===== src/design/bis_pkg.sv =====
// Shared types, constants and helpers of the bilinear image sampler.
// No dependencies; bis_coord, bis_blend and the top refer to it by scoped names.
package bis_pkg;

   localparam int MAX_WIDTH   = 256;
   localparam int MAX_HEIGHT  = 256;
   localparam int FRAC_BITS   = 8;

   localparam int COORD_BITS  = 20;
   localparam int PIX_W       = 8;
   localparam int INDEX_W     = 16;
   localparam int CFG_W       = 9;
   localparam int OUT_W       = 16;

   localparam int STORE_DEPTH = MAX_WIDTH * MAX_HEIGHT;
   localparam int ADDR_W      = $clog2(STORE_DEPTH);
   localparam int IDX_W       = (MAX_WIDTH > MAX_HEIGHT) ? $clog2(MAX_WIDTH)
                                                         : $clog2(MAX_HEIGHT);
   localparam int WHOLE_W     = COORD_BITS - FRAC_BITS;
   localparam int WGT_W       = FRAC_BITS + 1;
   localparam int FRAC_ONE    = 1 << FRAC_BITS;
   localparam int OUT_SHIFT   = 2 * FRAC_BITS - 8;
   localparam int ROUND_HALF  = (OUT_SHIFT > 0) ? (1 << (OUT_SHIFT - 1)) : 0;
   localparam int OUT_MAX     = 65280;

   // Operation codes of an input beat
   localparam logic OP_WRITE  = 1'b0;
   localparam logic OP_SAMPLE = 1'b1;

   // Configuration register indexes
   localparam logic CSR_IMAGE_WIDTH  = 1'b0;
   localparam logic CSR_IMAGE_HEIGHT = 1'b1;

   // Front-end stage: split and clamped coordinates, or a pending pixel write
   typedef struct packed {
      logic                 valid;
      logic                 is_write;
      logic [INDEX_W-1:0]   wr_index;
      logic [PIX_W-1:0]     wr_value;
      logic [IDX_W-1:0]     x0;
      logic [IDX_W-1:0]     x1;
      logic [IDX_W-1:0]     y0;
      logic [IDX_W-1:0]     y1;
      logic [FRAC_BITS-1:0] ax;
      logic [FRAC_BITS-1:0] ay;
   } coord_type;

   // Control travelling beside the memory read
   typedef struct packed {
      logic                 valid;
      logic [FRAC_BITS-1:0] ax;
      logic [FRAC_BITS-1:0] ay;
   } tap_ctrl_type;

   // Clamp a signed neighbour coordinate to [0, lim-1]
   function automatic logic [IDX_W-1:0] clamp_coord(
      input logic signed [WHOLE_W:0] v,
      input logic [CFG_W-1:0]        lim
   );
      logic signed [WHOLE_W:0] top;
      top = $signed((WHOLE_W+1)'(lim)) - $signed((WHOLE_W+1)'(1));
      if (v < 0) begin
         return '0;
      end else if (v > top) begin
         return IDX_W'(top);
      end else begin
         return IDX_W'(v);
      end
   endfunction

   // Effective image size: zero acts as one, above the maximum acts as the maximum
   function automatic logic [CFG_W-1:0] eff_size(
      input logic [CFG_W-1:0] v,
      input int               maxv
   );
      if (v == '0) begin
         return CFG_W'(1);
      end else if ({1'b0, v} > (CFG_W+1)'(maxv)) begin
         return CFG_W'(maxv);
      end else begin
         return v;
      end
   endfunction

endpackage


===== src/design/bis_coord.sv =====
// Front-end stage: floors the coordinates, takes the weights and clamps neighbours.
// Depends on bis_pkg.
module bis_coord (
   input  logic                                 clock,
   input  logic                                 reset,
   input  logic                                 accept,
   input  logic                                 operation,
   input  logic [bis_pkg::INDEX_W-1:0]          pixel_index,
   input  logic [bis_pkg::PIX_W-1:0]            pixel_value,
   input  logic signed [bis_pkg::COORD_BITS-1:0] sample_x,
   input  logic signed [bis_pkg::COORD_BITS-1:0] sample_y,
   input  logic [bis_pkg::CFG_W-1:0]            width_eff,
   input  logic [bis_pkg::CFG_W-1:0]            height_eff,
   output bis_pkg::coord_type                   coord
);

   logic signed [bis_pkg::WHOLE_W:0] x_whole;
   logic signed [bis_pkg::WHOLE_W:0] y_whole;
   logic signed [bis_pkg::WHOLE_W:0] x_next;
   logic signed [bis_pkg::WHOLE_W:0] y_next;
   logic                             valid_ff;
   bis_pkg::coord_type               coord_ff;
   bis_pkg::coord_type               coord_in;

   always_comb begin
      // floor is an arithmetic shift
      x_whole = (bis_pkg::WHOLE_W+1)'(sample_x >>> bis_pkg::FRAC_BITS);
      y_whole = (bis_pkg::WHOLE_W+1)'(sample_y >>> bis_pkg::FRAC_BITS);
      x_next  = x_whole + $signed((bis_pkg::WHOLE_W+1)'(1));
      y_next  = y_whole + $signed((bis_pkg::WHOLE_W+1)'(1));

      coord_in          = coord_ff;
      coord_in.valid    = accept;
      coord_in.is_write = (operation == bis_pkg::OP_WRITE);
      coord_in.wr_index = pixel_index;
      coord_in.wr_value = pixel_value;
      coord_in.x0       = bis_pkg::clamp_coord(x_whole, width_eff);
      coord_in.x1       = bis_pkg::clamp_coord(x_next, width_eff);
      coord_in.y0       = bis_pkg::clamp_coord(y_whole, height_eff);
      coord_in.y1       = bis_pkg::clamp_coord(y_next, height_eff);
      coord_in.ax       = sample_x[bis_pkg::FRAC_BITS-1:0];
      coord_in.ay       = sample_y[bis_pkg::FRAC_BITS-1:0];
   end

   always_ff @(posedge clock) begin
      if (reset) begin
         valid_ff <= 1'b0;
      end else begin
         valid_ff <= coord_in.valid;
      end
      coord_ff <= coord_in;
   end

   always_comb begin
      coord       = coord_ff;
      coord.valid = valid_ff;
   end

endmodule


===== config.mk =====
export PLATFORM = sky130hd
export DESIGN_NAME = bis_coord
export DESIGN_NICKNAME = d
export VERILOG_FILES = /design/src/design/bis_pkg.sv /design/src/design/bis_coord.sv
export SDC_FILE = /design/constraint.sdc
export NUM_CORES = 1
export LEC_CHECK = 0
export ABC_AREA = 1
export BUFFER_PORTS_ARGS = -buffer_cell sky130_fd_sc_hd__clkbuf_2
export CORE_ASPECT_RATIO = 0.6
export CORE_MARGIN = 5
export CORE_UTILIZATION = 50
export CTS_BUF_LIST = sky130_fd_sc_hd__clkbuf_16
export DETAILED_ROUTE_END_ITERATION = 8
export PLACE_DENSITY = 0.8
export SLEW_MARGIN = 20
export SYNTH_ARGS = -nofsm -noshare
export SYNTH_HDL_FRONTEND = slang
export SYNTH_SLANG_ARGS = --single-unit

===== constraint.sdc =====
create_clock -name clock -period 4 [get_ports clock]
set_input_delay 0.8 -clock clock [delete_from_list [all_inputs] [get_ports clock]]
set_output_delay 0.8 -clock clock [all_outputs]
set_load 0.05 [all_outputs]

==> impl_metrics.tcl <==
set metrics [dict create \
    ys_types 36 \
    finalCritPeriodShare 0.846 \
    critPathRequiredTime_ns 4.23 \
    ir_worst_vdd_mv 0.369 \
    final-instance-count-excl-fill 950 \
    power_leakage_nw 3.28 \
    antenna_found_initial 0 \
    seq_power_share 0.348 \
    placed_cell_area_mm2 0.00551 \
    cts_setup_buffers 0 \
    gr-usage-met1 0.398 \
    synthTopCellsByCount "nand2_1, nor2_1, inv_1" \
    dieArea_mm2 0.0114 \
    rows 27 \
    drt-vias-per-instance 5.36 \
    htreeDepth 3 \
    finalHoldViolCount 0 \
    gr-total-overflow 0 \
    switching_share 0.368 \
    combPwrFrac 0.283 \
    synth_top_area_frac 0.319 \
    fin_util 0.638 \
    finalSetupViolations 0 \
    yosysWarningCount 0 \
    synth_area_leaders "dfxtp_1, nand2_1, ha_1" \
    gr-usage-all-layers 0.271 \
    dp_hpwl_um 12700 \
    power_switching_mw 0.852 \
    rsz0062_at_grt "no" \
    total_power_mw 2.31 \
    synth_edf_count 0 \
    yosysTopAreaCell "dfxtp_1" \
    slew_headroom 0.572 \
    fmax_mhz 295 \
    wl_per_cell_um 16.2 \
    cts_tree "done" \
    synth_ff_type "dfxtp_1" \
    detail-route-antenna-nets 0 \
    synth_nets 790 \
    drc 0 \
    diodes 0 \
    layout.nets 953 \
    synth_seq_cells 74 \
    grt_max_degree 17 \
    clockBufferDepth 2 \
    drt-pass1-iter-count 6 \
    drtIter0Drc 513 \
    drive_above_1_share 0.300 \
    die_w_um 134 \
    end_kind "flop" \
    grt_util_met3 0.104 \
    wirelength_um 15400 \
    cts_sinks 74 \
    syn_inst 666 \
    globalRouteMet2Util 0.376 \
    top_usage_layer "met1" \
    syn_avg_cell_area_um2 6.96 \
    grt_pass1_wl_um 24100 \
    critical_path_arrival_ns 3.61 \
    gp_congestion 0.938 \
    cts_made_buffers 9 \
    path_max_fanout 16 \
    area_growth_pct 25.4 \
    intPower_mw 1.46 \
    drv_cap 0 \
    io_buffers 159 \
    start_kind "input port" \
    cts_root_buf "clkbuf_16" \
    final_area_mm2 0.00582 \
    timing.setup.critical_path_class "in2reg" \
    num_vias 5093 \
    worstHoldPathType "in2reg" \
    report.final.slew_viol_count 0 \
    syn_area_mm2 0.00464 \
    min_from "pixel_index[7]" \
    yosysMostFrequentCell "nand2_1" \
    grt_pass1_vias 4765 \
    clk_pin_slew_ns 0.06 \
    hold_buffers 0 \
    fin_tns_setup_ns 0 \
    pin_count 160 \
    period_minus_slack_ns 3.39 \
    cts_resized 0 \
    dp_cells 934 \
    p_per_area_mw_per_mm2 398 \
    cp-startpoint "sample_x[8]" \
    pwr-share-clk 0.369 \
    die_y_um 84.6 \
    seq_area_frac_synth 0.319 \
    status "complete, no violations" \
    coreArea_mm2 0.00912 \
    worstMarginPinSlew_ns 0.638 \
    synthArstFlopShare 0 \
    initial_utilization 0.508 \
]
## power by group through the flow
stage                     registers [mW]  clock network [mW]  logic, mW
after floorplan                     1.01                   0      0.271
after global placement             0.821                   0      0.631
after detailed placement           0.822                   0      0.642
after CTS                          0.806               0.872      0.646
after global routing               0.811               0.918      0.708
final                              0.806               0.854      0.654
## logic make-up after synthesis
kind of cell / synth area share
xor gates and xnor gates: 0.0283
adders and majority gates: 0.103
and+or+nand+nor: 0.410
DFF: 0.319
buffers and inverters: 0.0899
AOI/OAI and AO/OA: 0.0502
## registers in the layout, summed over array words and instances (netlist names)
register,flops
valid_ff,1
coord,73
## placed cells by master (no fill, tap or decap), types with 9 or more instances in the layout
cell / Yosys / layout
inv_1: 81 / 81
ha_1: 38 / 38
dfxtp_1: 74 / 74
nor2_1: 85 / 85
nand2_2: 26 / 26
clkbuf_16: 0 / 9
nand2_1: 172 / 172
clkbuf_2: 0 / 159
nor2_2: 16 / 16
a21oi_1: 21 / 21
nand4_1: 17 / 17
nand3_1: 55 / 55
o21ai_0: 11 / 11
xor2_1: 13 / 13
## critical path: stages
cell	delay, ns
clkbuf_2	0.15
ha_1	0.22
nand3_1	0.25
inv_1	0.16
nand2_1	0.08
nor2_1	0.18
nand2_1	0.09
nand2_2	0.18
inv_1	0.07
ha_1	0.40
nand3_1	0.15
nor2_1	0.13
nand4_1	0.12
nor2_2	0.11
nor2_2	0.06
nand3_2	0.23
nand3_1	0.11
nand2_1	0.09
nor2_1	0.05
## per-stage QoR
step | hold WS [ns] | setup WS [ns]
6_report | 0.557 | 0.615
5_1_grt | 0.538 | 0.328
4_1_cts | 0.547 | 0.702
3_5_place_dp | 0.904 | 0.350
3_3_place_gp | 0.903 | 0.382
2_1_floorplan | 0.828 | 0.964
## metal layers
metal	wire [um]	share of wire
met5	0	0
met4	214	0.014
met3	2140	0.14
met2	6140	0.40
met1	6880	0.45
## cell type report
cell class              count  area, um2
well taps                 116        145
clock inverters             7       83.8
multi-input cells         494       2740
clock buffers               9        225
inverters                  90        338
repair buffers            160        803
fillers                   822       3310
flip-flops and latches     74       1480
## final timing paths
check,endpoint,slack (ns),cells after the start
worst max-delay path,coord[35],0.61,19
worst min-delay path,coord[63],0.56,1
Power figures use the tool's default switching activity.
