### config.mk
export PLATFORM = sky130hd
export DESIGN_NAME = bis_blend
export DESIGN_NICKNAME = d
export VERILOG_FILES = /design/src/design/bis_pkg.sv /design/src/design/bis_blend.sv
export SDC_FILE = /design/constraint.sdc
export NUM_CORES = 1
export LEC_CHECK = 0
export BUFFER_PORTS_ARGS = -buffer_cell sky130_fd_sc_hd__buf_2
export CORE_MARGIN = 5
export CORE_UTILIZATION = 55
export CTS_CLUSTER_SIZE = 16
export DETAILED_ROUTE_END_ITERATION = 10
export PLACE_DENSITY = 0.81
export SLEW_MARGIN = 10
export SYNTH_ARGS = -nofsm -noshare
export SYNTH_HDL_FRONTEND = slang
export SYNTH_SLANG_ARGS = --single-unit
### constraint.sdc
create_clock -name clock -period 7.2 [get_ports clock]
set_input_delay 1.44 -clock clock [delete_from_list [all_inputs] [get_ports clock]]
set_output_delay 1.44 -clock clock [all_outputs]
set_load 0.01 [all_outputs]
### src/design/bis_pkg.sv
// Shared types, constants and helpers of the bilinear image sampler.
// No dependencies; bis_coord, bis_blend and the top refer to it by scoped names.
package bis_pkg;

   localparam int MAX_WIDTH   = 256;
   localparam int MAX_HEIGHT  = 256;
   localparam int FRAC_BITS   = 8;

   localparam int COORD_BITS  = 20;
   localparam int PIX_W       = 8;
   localparam int INDEX_W     = 16;
   localparam int CFG_W       = 9;
   localparam int OUT_W       = 16;

   localparam int STORE_DEPTH = MAX_WIDTH * MAX_HEIGHT;
   localparam int ADDR_W      = $clog2(STORE_DEPTH);
   localparam int IDX_W       = (MAX_WIDTH > MAX_HEIGHT) ? $clog2(MAX_WIDTH)
                                                         : $clog2(MAX_HEIGHT);
   localparam int WHOLE_W     = COORD_BITS - FRAC_BITS;
   localparam int WGT_W       = FRAC_BITS + 1;
   localparam int FRAC_ONE    = 1 << FRAC_BITS;
   localparam int OUT_SHIFT   = 2 * FRAC_BITS - 8;
   localparam int ROUND_HALF  = (OUT_SHIFT > 0) ? (1 << (OUT_SHIFT - 1)) : 0;
   localparam int OUT_MAX     = 65280;

   // Operation codes of an input beat
   localparam logic OP_WRITE  = 1'b0;
   localparam logic OP_SAMPLE = 1'b1;

   // Configuration register indexes
   localparam logic CSR_IMAGE_WIDTH  = 1'b0;
   localparam logic CSR_IMAGE_HEIGHT = 1'b1;

   // Front-end stage: split and clamped coordinates, or a pending pixel write
   typedef struct packed {
      logic                 valid;
      logic                 is_write;
      logic [INDEX_W-1:0]   wr_index;
      logic [PIX_W-1:0]     wr_value;
      logic [IDX_W-1:0]     x0;
      logic [IDX_W-1:0]     x1;
      logic [IDX_W-1:0]     y0;
      logic [IDX_W-1:0]     y1;
      logic [FRAC_BITS-1:0] ax;
      logic [FRAC_BITS-1:0] ay;
   } coord_type;

   // Control travelling beside the memory read
   typedef struct packed {
      logic                 valid;
      logic [FRAC_BITS-1:0] ax;
      logic [FRAC_BITS-1:0] ay;
   } tap_ctrl_type;

   // Clamp a signed neighbour coordinate to [0, lim-1]
   function automatic logic [IDX_W-1:0] clamp_coord(
      input logic signed [WHOLE_W:0] v,
      input logic [CFG_W-1:0]        lim
   );
      logic signed [WHOLE_W:0] top;
      top = $signed((WHOLE_W+1)'(lim)) - $signed((WHOLE_W+1)'(1));
      if (v < 0) begin
         return '0;
      end else if (v > top) begin
         return IDX_W'(top);
      end else begin
         return IDX_W'(v);
      end
   endfunction

   // Effective image size: zero acts as one, above the maximum acts as the maximum
   function automatic logic [CFG_W-1:0] eff_size(
      input logic [CFG_W-1:0] v,
      input int               maxv
   );
      if (v == '0) begin
         return CFG_W'(1);
      end else if ({1'b0, v} > (CFG_W+1)'(maxv)) begin
         return CFG_W'(maxv);
      end else begin
         return v;
      end
   endfunction

endpackage

### src/design/bis_blend.sv
// Blend stages: horizontal lerp of both rows, vertical lerp, rounding and output register.
// Depends on bis_pkg.
module bis_blend (
   input  logic                            clock,
   input  logic                            reset,
   input  bis_pkg::tap_ctrl_type           ctrl,
   input  logic [bis_pkg::PIX_W-1:0]       p00,
   input  logic [bis_pkg::PIX_W-1:0]       p10,
   input  logic [bis_pkg::PIX_W-1:0]       p01,
   input  logic [bis_pkg::PIX_W-1:0]       p11,
   output logic                            rsp_valid,
   output logic [bis_pkg::OUT_W-1:0]       rsp_sample_value
);

   localparam int ROW_W = bis_pkg::PIX_W + bis_pkg::WGT_W + 1;
   localparam int SUM_W = ROW_W + bis_pkg::WGT_W + 1;

   logic [bis_pkg::WGT_W-1:0]     ax;
   logic [bis_pkg::WGT_W-1:0]     bx;
   logic [bis_pkg::WGT_W-1:0]     ay_ext;
   logic [bis_pkg::WGT_W-1:0]     by;
   logic [ROW_W-1:0]              top_in;
   logic [ROW_W-1:0]              bottom_in;
   logic [ROW_W-1:0]              top_ff;
   logic [ROW_W-1:0]              bottom_ff;
   logic [bis_pkg::FRAC_BITS-1:0] ay_ff;
   logic                          row_valid_ff;
   logic [SUM_W-1:0]              sum;
   logic [SUM_W:0]                rounded;
   logic [bis_pkg::OUT_W-1:0]     value_in;
   logic                          rsp_valid_ff;
   logic [bis_pkg::OUT_W-1:0]     value_ff;

   always_comb begin
      ax        = bis_pkg::WGT_W'(ctrl.ax);
      bx        = bis_pkg::WGT_W'(bis_pkg::FRAC_ONE) - ax;
      top_in    = ROW_W'(bx) * ROW_W'(p00) + ROW_W'(ax) * ROW_W'(p10);
      bottom_in = ROW_W'(bx) * ROW_W'(p01) + ROW_W'(ax) * ROW_W'(p11);
   end

   always_ff @(posedge clock) begin
      if (reset) begin
         row_valid_ff <= 1'b0;
      end else begin
         row_valid_ff <= ctrl.valid;
      end
      top_ff    <= top_in;
      bottom_ff <= bottom_in;
      ay_ff     <= ctrl.ay;
   end

   always_comb begin
      ay_ext  = bis_pkg::WGT_W'(ay_ff);
      by      = bis_pkg::WGT_W'(bis_pkg::FRAC_ONE) - ay_ext;
      sum     = SUM_W'(by) * SUM_W'(top_ff) + SUM_W'(ay_ext) * SUM_W'(bottom_ff);
      // round half up, then saturate at full white
      rounded = ((SUM_W+1)'(sum) + (SUM_W+1)'(bis_pkg::ROUND_HALF)) >> bis_pkg::OUT_SHIFT;
      if (rounded > (SUM_W+1)'(bis_pkg::OUT_MAX)) begin
         value_in = bis_pkg::OUT_W'(bis_pkg::OUT_MAX);
      end else begin
         value_in = bis_pkg::OUT_W'(rounded);
      end
   end

   always_ff @(posedge clock) begin
      if (reset) begin
         rsp_valid_ff <= 1'b0;
      end else begin
         rsp_valid_ff <= row_valid_ff;
      end
      value_ff <= value_in;
   end

   assign rsp_valid        = rsp_valid_ff;
   assign rsp_sample_value = value_ff;

endmodule

==> results of run 1 <==
[registers in the layout (all words and copies together), names as in the netlist]
register / cells
bottom_ff: 18
top_ff: 18
rsp_sample_value: 16
ay_ff: 8
row_valid_ff: 1
rsp_valid: 1
[per-layer routing]
metal  vias up  track usage
li1       6961            -
met1      7889        0.303
met2       561        0.415
met3       159       0.0432
met4         2       0.0948
met5         -            0
[cell usage in the layout (no fill, tap or decap), types with 11 or more instances in the layout]
cell	instances
and2_1	341
xor2_1	11
buf_2	67
dfxtp_1	60
xnor2_1	26
o21ai_0	11
buf_6	12
inv_1	572
a21o_1	15
nand2_1	260
buf_4	124
nor2_1	15
fa_1	461
ha_1	226
nand3_1	14
a21oi_1	21
a21oi_2	13
[logic make-up (layout without fill, tap and decap cells)]
group / count (synthesis) / count (layout) / share of synthesized area
xor gates and xnor gates: 48 / 48 / 0.0202
AOI/OAI and AO/OA: 120 / 120 / 0.0436
other: 0 / 1 / 0
and+or+nand+nor: 696 / 696 / 0.176
adders and majority gates: 694 / 694 / 0.585
muxes: 1 / 1 / 0.000542
buffers and inverters: 638 / 795 / 0.116
DFF: 62 / 62 / 0.0598
[cell type report]
type	count	area [sq um]	share of cell area
clock buffers	13	270	0.0116
inverters	576	2160	0.0928
well taps	511	639	0.0274
repair buffers	203	1400	0.0602
multi-input cells	1559	17600	0.754
clock inverters	3	17.5	0.000752
flip-flops and latches	62	1240	0.0534
diodes	1	2.50	0.000107
[worst paths after layout]
kind                                         startpoint                             end  slack, ns  cells after the start
worst max-delay path                   ay_ff[0]$_DFF_P_  rsp_sample_value[2]$_SDFF_PN0_       0.02                     26
worst min-delay path            row_valid_ff$_SDFF_PP0_            rsp_valid$_SDFF_PP0_       0.46                      1
worst max register to register         ay_ff[0]$_DFF_P_  rsp_sample_value[2]$_SDFF_PN0_       0.02                     26
worst min register to register  row_valid_ff$_SDFF_PP0_            rsp_valid$_SDFF_PP0_       0.46                      1
[repair_timing]
item,in CTS,in global routing
resized for setup,9,68
endpoints found under the setup margin,12,24
buffers inserted,1,25
pin swaps,4,45
[through the flow]
stage               utilization  area, sq um  hold WS, ns  setup slack (ns)
global placement          0.599        22400        0.469           -0.0575
finish                    0.621        23300        0.462            0.0158
floorplan                     -        20900        0.414           -0.0337
CTS                       0.608        22800        0.467            0.0246
detailed placement        0.599        22400        0.463            -0.240
global route              0.621        23300        0.485            -0.219
[worst max-delay path: stages, from the launching register on]
cell and delay (ns):
dfxtp_2 0.32, inv_2 0.08, ha_4 0.14, nand2_2 0.06
or3_4 0.40, buf_6 0.14, xor2_4 0.18, and2_4 0.19
fa_1 0.49, inv_1 0.05, fa_1 0.45, fa_1 0.52
inv_1 0.05, fa_1 0.54, fa_1 0.45, fa_1 0.56
ha_4 0.21, and2_4 0.13, a221o_1 0.41, a31oi_4 0.22
a31oi_4 0.15, buf_6 0.15, a31oi_4 0.20, o2111ai_4 0.18
a211oi_2 0.31, or3b_4 0.42, a21oi_2 0.11
==> key figures, run 1 <==
Run status
  • Run status: complete, no violations

Final layout
  • Area delta synth->final: 12.1%
  • Fin nets: 3156
  • Layout cells sized above 1: 0.125
  • Final non-filler cell total: 2928
  • # fillers: 3000

Synth
  • Cell taking the most area after synthesis: fa_1
  • Top_reg_cell synth: dfxtp_1
  • Gate Count Post-Synth: 2259
  • Synthesized area per cell: 9.20 sq um
  • Most frequent cell after synthesis: inv_1
  • Synthesized net count: 3004
  • Top-area cell type share of the netlist area: 0.444
  • Asr flop ratio synth: 0
  • Synth warn: 0
  • Register area share after synthesis: 0.0598
  • Flops & latches, synth: 62
  • Area of the mapped netlist: 0.0208 sq mm
  • Top cells by area, synth: fa_1 44%, ha_1 14%, inv_1 10%
  • Distinct cells, synth: 63
  • Commonest cells in the synthesized netlist: 576 x inv_1, 461 x fa_1, 342 x and2_1
  • EDFF count, synth: 0

CTS
  • H-tree depth: 3
  • CTS tree: built
  • # clock sinks: 62
  • Cts hold-fix bufs: 0
  • Clock buffer depth: 2
  • Worst-path clk slew: 0.06 ns
  • Clock tree root buffer cell: clkbuf_16
  • Clk_lat worst skew: 0.35 ns
  • CTS Buf Count: 9

Setup path
  • Worst Path Arrival: 7.47 ns
  • Critical setup path kind: register to register
  • Crit. End Element: register
  • Crit-path max FO: 5
  • CP Launch Type: register
  • Critical path data required time: 7.49 ns

Timing
  • Fin. Hold Viols: 0
  • Fin crit period: 7.18 ns
  • Endpoints failing setup: 0
  • Final TNS setup: 0 ns
  • RSZ-0062 raised after global routing: yes
  • Slew @ Worst Pin: 0.466 ns
  • Fin. max-slew vios: 0
  • Crit share post-route: 0.998
  • Slew HR: 0.685
  • Layout Skew: 0.00793 ns
  • Max Fclk: 139 MHz

Die
  • Placement Rows: 71
  • Die Ht: 204 um
  • Core box area: 0.0375 sq mm
  • Initial core utilization: 0.554
  • Die width: 204 um
  • Top Ports: 68
  • Die ar.: 0.0418 sq mm

Job
  • Count of max-cap constraint violations: 0

Placed design
  • Port Buf Inserts: 67
  • Inst Count DP: 2885
  • Final GP Congestion: 0.936
  • DP HPWL: 41.6 mm

Drt
  • Via/cell ratio: 5.32
  • DR DRC count: 0
  • DRT antenna net count: 0
  • Met3 Wirelength: 3.24 mm
  • WL per Instance: 16.8 um
  • TritonRoute pass-1 iters: 6
  • 1st-iter DRT viols: 882
  • Top Layer Used: met5
  • Vias: 15600
  • M1 wire length: 18.5 mm
  • Met2 WL post-DR: 25.2 mm
  • Drt total wl: 49.1 mm

GRT
  • Largest net degree at the start of global routing: 36
  • Vias in the first global route: 17000
  • Global route overflow: 0
  • First-pass GRT wire length: 81.7 mm
  • Gr usage total: 0.241
  • Initial antenna violation count: 2

Hold path
  • Min-Delay Path Class: register to register
Power of run 1 is left out: the tool's default activity adds up to more than one toggle a clock period on the data nets, which glitch-free logic cannot reach.
==> run 2: changes to the inputs <==
- CTS_CLUSTER_SIZE: 16 -> default
- REMOVE_ABC_BUFFERS: default -> 1
==> key figures, run 2 (synthesis results as in run 1) <==
CTS
  • Clk_lat worst skew: 0.36 ns (was 0.35 ns)
  • Cts hold-fix bufs: 0 (unchanged)
  • CTS tree: built (unchanged)
  • CTS Buf Count: 9 (unchanged)
  • Clock buffer depth: 2 (unchanged)
  • # clock sinks: 62 (unchanged)
  • Worst-path clk slew: 0.06 ns (about the same)
  • H-tree depth: 3 (unchanged)
  • Clock tree root buffer cell: clkbuf_16 (unchanged)

Final layout
  • Final non-filler cell total: 2937 (was 2928)
  • N_diodes: 0 (was 1)
  • Layout cells sized above 1: 0.138 (was 0.125)
  • Most frequent cells in the layout: 570 x inv_1, 457 x fa_1, 341 x and2_1 (was 572 x inv_1, 461 x fa_1, 341 x and2_1)
  • Area delta synth->final: 13.9% (was 12.1%)
  • # fillers: 2939 (was 3000)
  • Fin nets: 3166 (was 3156)
  • Most common cell after layout, fill and taps aside: inv_1 (unchanged)
  • Post-route cell area: 0.0237 sq mm (was 0.0233 sq mm)

Die
  • Die ar.: 0.0418 sq mm (unchanged)
  • Initial core utilization: 0.554 (unchanged)
  • Die Ht: 204 um (unchanged)
  • Placement Rows: 71 (unchanged)
  • Die width: 204 um (unchanged)
  • Core box area: 0.0375 sq mm (unchanged)
  • Top Ports: 68 (unchanged)

Job
  • Count of max-cap constraint violations: 0 (unchanged)

Setup path
  • Critical path data required time: 7.42 ns (was 7.49 ns)
  • Crit-path max FO: 8 (was 5)
  • Worst Path Arrival: 7.45 ns (was 7.47 ns)
  • CP Launch Type: register (unchanged)
  • Critical setup path kind: register to register (unchanged)
  • Crit. End Element: register (unchanged)

Timing
  • Fin. max-slew vios: 0 (unchanged)
  • Final WS setup: -0.0268 ns (was 0.0158 ns)
  • Fin crit period: 7.23 ns (was 7.18 ns)
  • Slew @ Worst Pin: 0.657 ns (was 0.466 ns)
  • Endpoints failing setup: 6 (was 0)
  • Final hold slack: 0.448 ns (was 0.462 ns)
  • Layout Skew: 0.0140 ns (was 0.00793 ns)
  • Fin. Hold Viols: 0 (unchanged)
  • Slew HR: 0.557 (was 0.685)
  • Max Fclk: 138 MHz (was 139 MHz)
  • Final TNS setup: -0.0603 ns (was 0 ns)
  • Crit share post-route: 1.00 (was 0.998)
  • RSZ-0062 raised after global routing: yes (unchanged)

Placed design
  • DP Area: 0.0224 sq mm (about the same)
  • Final GP Congestion: 0.897 (was 0.936)
  • DP HPWL: 41.8 mm (was 41.6 mm)
  • Inst Count DP: 2889 (was 2885)
  • Port Buf Inserts: 67 (unchanged)

GRT
  • First-pass GRT wire length: 81.8 mm (was 81.7 mm)
  • Initial antenna violation count: 0 (was 2)
  • Largest net degree at the start of global routing: 36 (unchanged)
  • Gr usage total: 0.240 (was 0.241)
  • Vias in the first global route: 17200 (was 17000)
  • Global route overflow: 0 (unchanged)

Drt
  • DR DRC count: 0 (unchanged)
  • Via/cell ratio: 5.31 (was 5.32)
  • 1st-iter DRT viols: 801 (was 882)
  • Drt total wl: 49.6 mm (was 49.1 mm)
  • WL per Instance: 16.9 um (was 16.8 um)
  • Vias: 15600 (about the same)
  • TritonRoute pass-1 iters: 7 (was 6)
  • DRT antenna net count: 0 (unchanged)

Hold path
  • Min-Delay Path Class: register to register (unchanged)

Run status
  • Violated checks: negative setup slack
  • Run status: finished with violations (was complete, no violations)
[run 2: cell types whose count changed in the layout (fill, tap and decap cells not counted), moves of 3 or more]
| cell | previous run | this run |
|---|---|---|
| xor2_2 | 5 | 2 |
| o21bai_1 | 10 | 7 |
| ha_1 | 226 | 222 |
| buf_6 | 12 | 16 |
| fa_2 | 0 | 4 |
| ha_4 | 6 | 11 |
| a21oi_1 | 21 | 15 |
| fa_1 | 461 | 457 |
| o21bai_2 | 0 | 3 |
| a21oi_2 | 13 | 18 |
[run 2: worst max-delay path, stage by stage (launching register included)]
cell      delay [ns]
dfxtp_1         0.36
nor2_2          0.21
nand3_1         0.15
nor4_1          0.28
xnor2_1         0.23
and2_1          0.23
fa_1            0.47
inv_1           0.05
fa_1            0.48
fa_1            0.49
inv_1           0.05
fa_1            0.49
fa_1            0.58
fa_1            0.42
ha_1            0.35
and2_4          0.16
a221o_1         0.40
a31oi_4         0.23
a31oi_4         0.14
a311oi_2        0.30
buf_4           0.22
xnor2_4         0.13
o311ai_4        0.13
nor4_4          0.29
buf_6           0.19
a21oi_2         0.06
[run 2: worst paths after layout]
check,startpoint,end,slack (ns),cells after the start
worst max register to register,ay_ff[2]$_DFF_P_,rsp_sample_value[3]$_SDFF_PN0_,-0.03,25
worst min-delay path,row_valid_ff$_SDFF_PP0_,rsp_valid$_SDFF_PP0_,0.45,1
worst max-delay path,ay_ff[2]$_DFF_P_,rsp_sample_value[3]$_SDFF_PN0_,-0.03,25
worst min register to register,row_valid_ff$_SDFF_PP0_,rsp_valid$_SDFF_PP0_,0.45,1
[run 2: final cells by class]
class                   instances  area, sq um  share of cell area
clock inverters                 4         77.6             0.00328
inverters                     576         2160              0.0915
flip-flops and latches         62         1250              0.0527
repair buffers                213         1510              0.0639
clock buffers                  12          256              0.0108
well taps                     511          639              0.0270
multi-input cells            1559        17800               0.751
[run 2: repair_timing]
| item | in CTS | in global routing |
|---|---|---|
| setup buffers | 6 | 26 |
| setup endpoints to repair | 18 | 27 |
| cloned | 0 | 2 |
| resized for setup | 25 | 113 |
| pin swaps | 6 | 71 |
[run 2: layer usage]
metal	up-vias	global-route usage	wire, um
met5	-	0	0
met4	0	0.0806	1790
met3	131	0.0325	2390
met2	486	0.431	26200
met1	8020	0.299	19300
li1	6972	-	-
[run 2: metrics by stage]
stage / util / worst slack [ns]
floorplan: - / -0.804
global placement: 0.597 / -0.500
detailed placement: 0.597 / -0.793
CTS: 0.610 / 0.00127
global route: 0.631 / -0.223
finish: 0.631 / -0.0268
Power of run 2 is left out for the same reason.
==> run 3: changes to the inputs <==
- CORE_UTILIZATION: 55 -> 28
- PLACE_DENSITY: 0.81 -> 0.5
==> key figures, run 3 (synthesis results as in run 1) <==
Drt
  • Drt total wl: 52.2 mm (was 49.6 mm)
  • WL per Instance: 15.3 um (was 16.9 um)
  • Vias: 14900 (was 15600)
  • Met2 WL post-DR: 25.9 mm (was 26.2 mm)
  • Via/cell ratio: 4.37 (was 5.31)
  • Top Layer Used: met4 (unchanged)
  • DRT antenna net count: 0 (unchanged)
  • 1st-iter DRT viols: 548 (was 801)
  • Met3 Wirelength: 1.49 mm (was 2.39 mm)
  • M1 wire length: 24.2 mm (was 19.3 mm)
  • DR DRC count: 0 (unchanged)
  • TritonRoute pass-1 iters: 5 (was 7)

CTS
  • Clock tree root buffer cell: clkbuf_16 (unchanged)
  • Worst-path clk slew: 0.05 ns (was 0.06 ns)
  • CTS Buf Count: 9 (unchanged)
  • Clock buffer depth: 2 (unchanged)
  • Clk_lat worst skew: 0.36 ns (about the same)
  • Cts hold-fix bufs: 0 (unchanged)
  • H-tree depth: 3 (unchanged)
  • CTS tree: built (unchanged)
  • # clock sinks: 62 (unchanged)

Setup path
  • Crit. End Element: register (unchanged)
  • Worst Path Arrival: 7.40 ns (was 7.45 ns)
  • Critical setup path kind: register to register (unchanged)
  • Crit-path max FO: 8 (unchanged)
  • Critical path data required time: 7.43 ns (was 7.42 ns)
  • CP Launch Type: register (unchanged)

Die
  • Core box area: 0.0732 sq mm (was 0.0375 sq mm)
  • Initial core utilization: 0.284 (was 0.554)
  • Die Ht: 282 um (was 204 um)
  • Placement Rows: 99 (was 71)
  • Die width: 282 um (was 204 um)
  • Die ar.: 0.0797 sq mm (was 0.0418 sq mm)
  • Top Ports: 68 (unchanged)

Hold path
  • Min-Delay Path Class: register to register (unchanged)

Final layout
  • Area delta synth->final: 15.5% (was 13.9%)
  • Post-route cell area: 0.0240 sq mm (was 0.0237 sq mm)
  • Most frequent cells in the layout: 573 x inv_1, 459 x fa_1, 342 x and2_1 (was 570 x inv_1, 457 x fa_1, 341 x and2_1)
  • Fin nets: 3182 (was 3166)
  • Most common cell after layout, fill and taps aside: inv_1 (unchanged)
  • # fillers: 7677 (was 2939)
  • Final non-filler cell total: 3402 (was 2937)
  • Layout cells sized above 1: 0.129 (was 0.138)

Timing
  • Slew @ Worst Pin: 0.621 ns (was 0.657 ns)
  • Max Fclk: 139 MHz (was 138 MHz)
  • RSZ-0062 raised after global routing: yes (unchanged)
  • Crit share post-route: 0.996 (was 1.00)
  • Fin crit period: 7.17 ns (was 7.23 ns)
  • Fin. Hold Viols: 0 (unchanged)
  • Endpoints failing setup: 0 (was 6)
  • Fin. max-slew vios: 0 (unchanged)
  • Layout Skew: 0.00373 ns (was 0.0140 ns)
  • Slew HR: 0.581 (was 0.557)

Placed design
  • Inst Count DP: 3373 (was 2889)
  • DP Area: 0.0232 sq mm (was 0.0224 sq mm)
  • Port Buf Inserts: 67 (unchanged)
  • Final GP Congestion: 0.867 (was 0.897)
  • DP HPWL: 46.3 mm (was 41.8 mm)

GRT
  • Largest net degree at the start of global routing: 36 (unchanged)
  • Vias in the first global route: 16800 (was 17200)
  • Initial antenna violation count: 1 (was 0)
  • First-pass GRT wire length: 88.0 mm (was 81.8 mm)
  • Global route overflow: 0 (unchanged)
  • Gr usage total: 0.137 (was 0.240)

Run status
  • Run status: complete, no violations (was finished with violations)

Job
  • Count of max-cap constraint violations: 0 (unchanged)
run 3: cell count changes in the layout (fill, tap and decap cells not counted), sizes merged:
cell           before  now
buf               212  229
inv               577  576
clkbuf             12    9
diode               0    1
clkdlybuf4s15       1    0
clkinv              1    5
run 3: cell type report:
type,count,area [sq um],share of cell area
Clock buffer,9,225,0.00938
Multi-Input combinational cell,1559,17500,0.729
Inverter,576,2160,0.0901
Antenna cell,1,2.50,0.000104
Clock inverter,7,88.8,0.00370
Sequential cell,62,1240,0.0518
Tap cell,959,1200,0.0500
Timing Repair Buffer,229,1580,0.0660
run 3: critical path, cell delays in order, from the launching register on:
cell,delay (ns)
dfxtp_2,0.33
inv_2,0.08
ha_4,0.14
nand2_2,0.05
or3_4,0.40
nor3_2,0.16
buf_4,0.14
nand2_2,0.05
fa_1,0.52
inv_2,0.05
fa_1,0.57
fa_1,0.46
fa_1,0.55
fa_1,0.58
fa_1,0.46
ha_4,0.26
and2_4,0.14
a221o_1,0.39
a31oi_4,0.27
a31oi_4,0.15
a311oi_2,0.27
buf_4,0.20
xnor2_4,0.14
o311ai_4,0.13
nor4_4,0.33
buf_12,0.17
a21oi_4,0.05
run 3: final timing paths:
path,startpoint,to,slack (ns),depth (start not counted)
setup / recovery,ay_ff[1]$_DFF_P_,rsp_sample_value[3]$_SDFF_PN0_,0.03,26
hold / removal,row_valid_ff$_SDFF_PP0_,rsp_valid$_SDFF_PP0_,0.44,1
setup reg to reg,ay_ff[1]$_DFF_P_,rsp_sample_value[3]$_SDFF_PN0_,0.03,26
hold reg to reg,row_valid_ff$_SDFF_PP0_,rsp_valid$_SDFF_PP0_,0.44,1
run 3: per-layer routing:
metal / vias to the layer above / track usage
met5: - / 0
met4: 0 / 0.0271
met3: 42 / 0.0161
met1: 7598 / 0.187
li1: 6996 / -
met2: 218 / 0.236
run 3: what timing repair did:
action                                  4_1_cts  5_1_grt
buffers inserted                              2       10
pin swaps                                     5       53
gates cloned                                  0        1
endpoints found under the setup margin       18       26
gates resized for setup                      12       60
run 3: metrics by stage:
stage	util	setup TNS, ns	worst slack, ns	hold WS, ns
after floorplan	-	-10.86	-0.804	0.414
after global placement	0.317	-2.84	-0.458	0.418
after detailed placement	0.317	-4.78	-0.559	0.428
after CTS	0.323	0	0.00754	0.442
after global routing	0.328	-2.16	-0.273	0.463
final	0.328	0	0.0267	0.440
Power of run 3 is left out for the same reason.
